[src/rtl/core/hsvi_pkg.sv]
`timescale 1ns / 1ps
// ----------------------------------------------------------------------------
// hsvi_pkg
// Shared types, constants and sector decode for the HSV to RGB pipeline.
// ----------------------------------------------------------------------------
package hsvi_pkg;

  typedef logic [7:0]  chan_t;
  typedef logic [10:0] hue_t;
  typedef logic [15:0] sv_t;
  typedef logic [23:0] prod_t;
  typedef logic [2:0]  sector_t;

  // Per-channel distance from full scale, (255 - c)
  typedef struct packed {
    chan_t r;
    chan_t g;
    chan_t b;
  } dist_t;

  localparam chan_t FULL_SCALE = 8'hFF;
  localparam int unsigned FULL_SQ = 65025;

  // ceil(t / 65025) = ((t + 65024) * RECIP_M) >> RECIP_SHIFT, exact for t < 2^24
  localparam prod_t       CEIL_BIAS   = prod_t'(FULL_SQ - 1);
  localparam int unsigned RECIP_SHIFT = 40;
  localparam logic [24:0] RECIP_M     = 25'd16909061;
  localparam int unsigned PROD_W      = $bits(prod_t) + $bits(RECIP_M);

  localparam sector_t SEC_RED_GRN  = 3'd0;
  localparam sector_t SEC_GRN_RED  = 3'd1;
  localparam sector_t SEC_GRN_BLU  = 3'd2;
  localparam sector_t SEC_BLU_GRN  = 3'd3;
  localparam sector_t SEC_BLU_RED  = 3'd4;
  localparam sector_t SEC_RED_BLU  = 3'd5;
  localparam sector_t SEC_WRAP_EVN = 3'd6;
  localparam sector_t SEC_WRAP_ODD = 3'd7;

  function automatic dist_t sector_dist(input hue_t hue);
    sector_t sec;
    chan_t   pos;
    chan_t   dr;
    dist_t   d;
    sec = hue[10:8];
    pos = hue[7:0];
    // distance of the ramp channel; odd sectors run downwards
    dr  = sec[0] ? pos : chan_t'(FULL_SCALE - pos);
    case (sec) inside
      SEC_RED_GRN, SEC_WRAP_EVN: d = '{r: 8'd0,       g: dr,         b: FULL_SCALE};
      SEC_GRN_RED, SEC_WRAP_ODD: d = '{r: dr,         g: 8'd0,       b: FULL_SCALE};
      SEC_GRN_BLU:               d = '{r: FULL_SCALE, g: 8'd0,       b: dr};
      SEC_BLU_GRN:               d = '{r: FULL_SCALE, g: dr,         b: 8'd0};
      SEC_BLU_RED:               d = '{r: dr,         g: FULL_SCALE, b: 8'd0};
      default:                   d = '{r: 8'd0,       g: FULL_SCALE, b: dr};
    endcase
    return d;
  endfunction

endpackage

[src/rtl/core/hsv_to_rgb_integer.sv]
`timescale 1ns / 1ps
// ----------------------------------------------------------------------------
// hsv_to_rgb_integer
// Pipelined 8-bit HSV to RGB colour conversion.
//
// Input channel in_valid/in_ready carries hue (0..1535, six sectors of 256),
// saturation and brightness. Output channel out_valid/out_ready carries red,
// green and blue. One result item per input item, in order.
// Each accepted item is registered through sector decode and s*v, the
// (255-c)*s*v products, the reciprocal multiply for the divide by 65025,
// and the subtraction from brightness into the output register.
// Throughput is one item per clock while out_ready stays high. Each stage
// holds its item when it is full and the next one cannot take it, so a
// stall on out_ready backs up stage by stage and bubbles are squeezed out.
// Synchronous active-low reset empties the pipeline; data is not cleared.
// ----------------------------------------------------------------------------
module hsv_to_rgb_integer
  import hsvi_pkg::*;
(
  input  logic  clk,
  input  logic  rst_n,
  input  logic  in_valid,
  output logic  in_ready,
  input  hue_t  in_hue,
  input  chan_t in_saturation,
  input  chan_t in_brightness,
  output logic  out_valid,
  input  logic  out_ready,
  output chan_t out_red,
  output chan_t out_green,
  output chan_t out_blue
);

  logic  s1_valid_r, s2_valid_r, s3_valid_r, out_valid_r;
  logic  s1_valid_nxt, s2_valid_nxt, s3_valid_nxt, out_valid_nxt;
  logic  s1_rdy, s2_rdy, s3_rdy, out_rdy;

  sv_t   s1_sv_r;
  dist_t s1_d_r;
  chan_t s1_v_r;

  prod_t s2_tr_r, s2_tg_r, s2_tb_r;
  chan_t s2_v_r;

  chan_t s3_qr_r, s3_qg_r, s3_qb_r;
  chan_t s3_v_r;

  chan_t out_red_r, out_green_r, out_blue_r;

  assign out_rdy = !out_valid_r || out_ready;
  assign s3_rdy  = !s3_valid_r  || out_rdy;
  assign s2_rdy  = !s2_valid_r  || s3_rdy;
  assign s1_rdy  = !s1_valid_r  || s2_rdy;

  assign s1_valid_nxt  = s1_rdy  ? in_valid   : s1_valid_r;
  assign s2_valid_nxt  = s2_rdy  ? s1_valid_r : s2_valid_r;
  assign s3_valid_nxt  = s3_rdy  ? s2_valid_r : s3_valid_r;
  assign out_valid_nxt = out_rdy ? s3_valid_r : out_valid_r;

  always_ff @(posedge clk) begin
    if (!rst_n) begin
      s1_valid_r  <= 1'b0;
      s2_valid_r  <= 1'b0;
      s3_valid_r  <= 1'b0;
      out_valid_r <= 1'b0;
    end else begin
      s1_valid_r  <= s1_valid_nxt;
      s2_valid_r  <= s2_valid_nxt;
      s3_valid_r  <= s3_valid_nxt;
      out_valid_r <= out_valid_nxt;
    end
  end

  // stage 1: sector decode, s*v
  always_ff @(posedge clk) begin
    if (s1_rdy) begin
      s1_sv_r <= sv_t'(in_saturation) * sv_t'(in_brightness);
      s1_d_r  <= sector_dist(in_hue);
      s1_v_r  <= in_brightness;
    end
  end

  // stage 2: (255-c)*s*v plus ceiling bias
  always_ff @(posedge clk) begin
    if (s2_rdy) begin
      s2_tr_r <= prod_t'(s1_sv_r) * prod_t'(s1_d_r.r) + CEIL_BIAS;
      s2_tg_r <= prod_t'(s1_sv_r) * prod_t'(s1_d_r.g) + CEIL_BIAS;
      s2_tb_r <= prod_t'(s1_sv_r) * prod_t'(s1_d_r.b) + CEIL_BIAS;
      s2_v_r  <= s1_v_r;
    end
  end

  // stage 3: divide by 65025
  hsvi_div u_div_r (.clk(clk), .en(s3_rdy), .t_biased(s2_tr_r), .q_r(s3_qr_r));
  hsvi_div u_div_g (.clk(clk), .en(s3_rdy), .t_biased(s2_tg_r), .q_r(s3_qg_r));
  hsvi_div u_div_b (.clk(clk), .en(s3_rdy), .t_biased(s2_tb_r), .q_r(s3_qb_r));

  always_ff @(posedge clk) begin
    if (s3_rdy) begin
      s3_v_r <= s2_v_r;
    end
  end

  // output stage: v - ceil(v*s*(255-c)/65025)
  always_ff @(posedge clk) begin
    if (out_rdy) begin
      out_red_r   <= s3_v_r - s3_qr_r;
      out_green_r <= s3_v_r - s3_qg_r;
      out_blue_r  <= s3_v_r - s3_qb_r;
    end
  end

  assign in_ready  = s1_rdy;
  assign out_valid = out_valid_r;
  assign out_red   = out_red_r;
  assign out_green = out_green_r;
  assign out_blue  = out_blue_r;

  a_enter_s1: assert property (@(posedge clk) disable iff (!rst_n)
    in_valid && in_ready |=> s1_valid_r)
    else $error("accepted item did not enter stage 1");

  a_ready_free: assert property (@(posedge clk) disable iff (!rst_n)
    !s1_valid_r |-> in_ready)
    else $error("input stalled with stage 1 empty");

  a_no_underflow: assert property (@(posedge clk) disable iff (!rst_n)
    s3_valid_r |-> (s3_qr_r <= s3_v_r) && (s3_qg_r <= s3_v_r) && (s3_qb_r <= s3_v_r))
    else $error("channel reduction exceeds brightness");

  a_max_chan: assert property (@(posedge clk) disable iff (!rst_n)
    s3_valid_r |-> (s3_qr_r == 8'd0) || (s3_qg_r == 8'd0) || (s3_qb_r == 8'd0))
    else $error("no channel at full brightness");

endmodule

[src/rtl/core/hsvi_div.sv]
`timescale 1ns / 1ps
// ----------------------------------------------------------------------------
// hsvi_div
// Registered division of a biased 24-bit product by 65025 (reciprocal form), giving the ceiling.
// ----------------------------------------------------------------------------
module hsvi_div
  import hsvi_pkg::*;
(
  input  logic  clk,
  input  logic  en,
  input  prod_t t_biased,
  output chan_t q_r
);

  logic [PROD_W-1:0] prod;
  chan_t             q_nxt;

  assign prod  = PROD_W'(t_biased) * PROD_W'(RECIP_M);
  assign q_nxt = prod[RECIP_SHIFT +: $bits(chan_t)];

  always_ff @(posedge clk) begin
    if (en) begin
      q_r <= q_nxt;
    end
  end

endmodule

[config.mk]
export PLATFORM = sky130hd
export DESIGN_NAME = hsv_to_rgb_integer
export DESIGN_NICKNAME = d
export VERILOG_FILES = /design/src/rtl/core/hsvi_pkg.sv /design/src/rtl/core/hsv_to_rgb_integer.sv /design/src/rtl/core/hsvi_div.sv
export SDC_FILE = /design/constraint.sdc
export NUM_CORES = 2
export LEC_CHECK = 0
export BUFFER_PORTS_ARGS = -buffer_cell sky130_fd_sc_hd__buf_2
export CAP_MARGIN = 20
export CORE_UTILIZATION = 50
export DETAILED_ROUTE_END_ITERATION = 7
export GPL_ROUTABILITY_DRIVEN = 1
export GPL_TIMING_DRIVEN = 0
export PLACE_DENSITY = 0.66
export SKIP_CTS_REPAIR_TIMING = 1
export SLEW_MARGIN = 5
export SYNTH_ARGS = -nofsm -noshare
export SYNTH_HDL_FRONTEND = slang
export SYNTH_SLANG_ARGS = --single-unit
export TNS_END_PERCENT = 100
[constraint.sdc]
create_clock -name clk -period 6.2 [get_ports clk]
set_clock_uncertainty 0.05 [all_clocks]
set_input_delay 0.93 -clock clk [delete_from_list [all_inputs] [get_ports clk]]
set_output_delay 0.93 -clock clk [all_outputs]
set_load 0.03 [all_outputs]
==> run_results.csv <==
group,metric,value,unit
route,viasPerCell,5.330,
die,io_pins,57,
die,initial_core_util,50.53,%
global_route,grt_usage,23.25,%
timing,setup_viol,0,
clocking,cts_tree,"built",
timing,timing.hold.ws,0.3716,ns
setup_path,cpPeakStageDelay,0.64,ns
setup_path,cp.arrival,6.17,ns
route,dr_total_vias,25420,
run_status,status,"finished clean",
setup_path,crit_buf_inv,3,
logic_synthesis,netlist-cell-type-count,77,
global_route,grt_remaining_overflow,0,
die,die_h,273.5,um
setup_path,worstPathMaxFanout,10,
clocking,cts_sinks,188,
global_route,grt_max_degree,55,
setup_path,cp_cell_sequence,"clkbuf_1 > and2_1 > ha_1 > inv_1 > fa_1 > fa_1 > fa_1 > inv_1 > ha_1 > nor2b_1 > o2111ai_1 > a21boi_0 > o211ai_1 > a21oi_1 > a41o_1 > o41ai_1 > xnor2_1",
logic_synthesis,synth_area,36870,um2
logic_synthesis,synth_area_leaders,"ha_1 30%, fa_1 26%, edfxtp_1 15%",
final_layout,fillers,6488,
logic_synthesis,syn_inst,3716,
placement,port_buffers,53,
setup_path,start_kind,"register",
setup_path,crit_top_cell,"fa_1",
clocking,htree_levels,4,
timing,slew_headroom,39.11,%
timing,rsz0062_at_grt,"no",
worst_hold_path,holdCritPathClass,"reg -> reg",
final_layout,nNetsFinal,5175,
setup_path,cp_slowest_cell,"clkbuf_1",
timing,worstMarginPinSlew,0.9124,ns
route,dr.pass1.iters,5,
route,avgRoutedWirePerCell,17.35,um
logic_synthesis,synth_most_common_cell,"ha_1",
timing,maxSlewViolCount,0,
timing,max_freq,0.1670,GHz
timing,fin_crit,5.989,ns
clocking,path_clk_slew,0.08,ns
logic_synthesis,synth_commonest_cells,"873 x ha_1, 811 x inv_1, 474 x fa_1, 286 x nand2_1, 243 x and2_1",
die,std_cell_rows,99,
clocking,clockBufferDepth,2,
route,wl,82740,um
timing,finalCritPeriodShare,96.59,%
logic_synthesis,synth-main-ff-cell,"edfxtp_1",
clocking,cts_root_buf,"clkbuf_16",
logic_synthesis,avgSynthCellArea,9.921,um2
clocking,clk_latency,0.52,ns
die,die_w,273.5,um
logic_synthesis,syn_nets,5094,
setup_path,cp_top_family,"adder cells",
timing,hold_viol,0,
final_layout,antenna-diode-count,0,
die,core_area,72960,um2
logic_synthesis,yosysWarnings,0,
logic_synthesis,synth_top_area_share,29.63,%
logic_synthesis,seq_area_frac_synth,15.20,%
placement,globalplace.congestion,0.9237,
route,detailedRoute.firstIterationViolations,1347,
setup_path,crit_path_end_kind,"register",
placement,dp.final_hpwl,69920,um
global_route,grt_first_pass_wirelength,134800,um
clocking,cts_buffers,17,
global_route,grt_antenna_before_repair,3,
global_route,grt_pass1_vias,25660,
setup_path,worstPathRequired,6.38,ns
run,drv_cap,0,
logic_synthesis,synth_async_sr_flop_share,0,%
die,dieArea,74820,um2
logic_synthesis,synth_seq_cells,188,
final_layout,syn2layout_area_growth,6.201,%
logic_synthesis,synth_edf_count,184,
route,drc,0,
route,antenna_left,0,
final_layout,drive_above_1_share,3.990,%
logic_synthesis,synth_area_leader_cell,"ha_1",
setup_path,worst-setup-path-type,"reg -> reg",
layer usage:
layer / routed length (um) / up-vias / GRT usage (%)
li1: - / 12280 / -
met1: 38240 / 12480 / 32.53
met2: 37880 / 563 / 37.19
met3: 4795 / 94 / 3.781
met4: 1805 / 2 / 6.278
met5: 11 / - / 0.4493
flip-flops by register name (all words and copies together) (netlist names), 8 cells and up:
signal / flops
s1_d_r: 24
s2_tb_r: 24
s2_tg_r: 24
s2_tr_r: 24
s1_sv_r: 16
out_blue: 8
out_green: 8
out_red: 8
s1_v_r: 8
s2_v_r: 8
s3_v_r: 8
u_div_b.q_r: 8
u_div_g.q_r: 8
u_div_r.q_r: 8
final timing paths:
kind | slack [ns] | endpoint | cells past startpoint | startpoint
worst max-delay path | 0.21 | s2_tb_r[22] | 17 | s1_sv_r[6]
worst max register to register | 0.21 | s2_tb_r[22] | 17 | s1_sv_r[6]
worst min-delay path | 0.37 | s2_v_r[5] | 0 | s1_v_r[5]
worst min register to register | 0.37 | s2_v_r[5] | 0 | s1_v_r[5]
kinds of logic after synthesis:
logic type                 count (synthesis)  synth area share, %
AOI/OAI and AO/OA                        399                7.070
muxes                                      1              0.02715
adders and majority gates               1347                55.37
and+or+nand+nor                          803                11.07
xor gates and xnor gates                  95                2.257
DFF                                      188                15.21
buffers and inverters                    883                9.001
cells in the final DEF (no fill, tap or decap), types with 5 or more instances in the layout:
| cell type | Yosys | final |
|---|---|---|
| or2_2 | 12 | 12 |
| nand2_1 | 286 | 285 |
| o211ai_1 | 13 | 13 |
| a21boi_0 | 8 | 8 |
| a21o_1 | 52 | 52 |
| inv_1 | 811 | 810 |
| nor2b_1 | 28 | 28 |
| or3_1 | 11 | 11 |
| clkbuf_1 | 70 | 52 |
| nand4_1 | 9 | 9 |
| buf_4 | 0 | 6 |
| clkinv_8 | 0 | 6 |
| nand2b_1 | 15 | 15 |
| o311ai_0 | 12 | 10 |
| o21ai_0 | 69 | 68 |
| edfxtp_1 | 184 | 184 |
| a211oi_1 | 15 | 15 |
| nand3_1 | 41 | 41 |
| clkbuf_2 | 0 | 18 |
| xor2_1 | 19 | 19 |
| and2_1 | 243 | 243 |
| nor2_1 | 76 | 76 |
| ha_1 | 873 | 873 |
| o21a_1 | 17 | 17 |
| a21oi_1 | 123 | 122 |
| and3_1 | 13 | 13 |
| o31ai_1 | 6 | 6 |
| a31oi_1 | 23 | 23 |
| nor4_1 | 6 | 6 |
| clkbuf_16 | 0 | 17 |
| nor3_1 | 41 | 39 |
| o21bai_1 | 5 | 5 |
| inv_8 | 0 | 5 |
| xnor2_1 | 76 | 75 |
| fa_1 | 474 | 474 |
| buf_2 | 0 | 53 |
area by class of cell:
class	count	area [um2]	share of cell area (%)
Inverter	811	3047	7.782
Sequential cell	188	5605	14.32
Tap cell	959	1200	3.065
Multi-Input combinational cell	2645	27970	71.45
Clock inverter	15	219.0	0.5593
Clock buffer	17	425.4	1.087
Timing Repair Buffer	62	385.4	0.9843
Buffer	72	296.5	0.7574
metrics by stage:
step | instances | util, % | setup TNS, ns | setup WS (ns) | area (um2)
after floorplan | 3716 | - | 0 | 0.9637 | 36870
after global placement | 4728 | 52.54 | -0.1318 | -0.1318 | 38330
after detailed placement | 4731 | 52.65 | -0.2505 | -0.2505 | 38410
after CTS | 4763 | 53.53 | -0.3180 | -0.3005 | 39060
after global routing | 4769 | 53.66 | 0 | 0.01067 | 39150
final | 4769 | 53.66 | 0 | 0.2113 | 39150
Power is left out: the tool's default activity adds up to more than one toggle a clock period on the data nets, which glitch-free logic cannot reach.
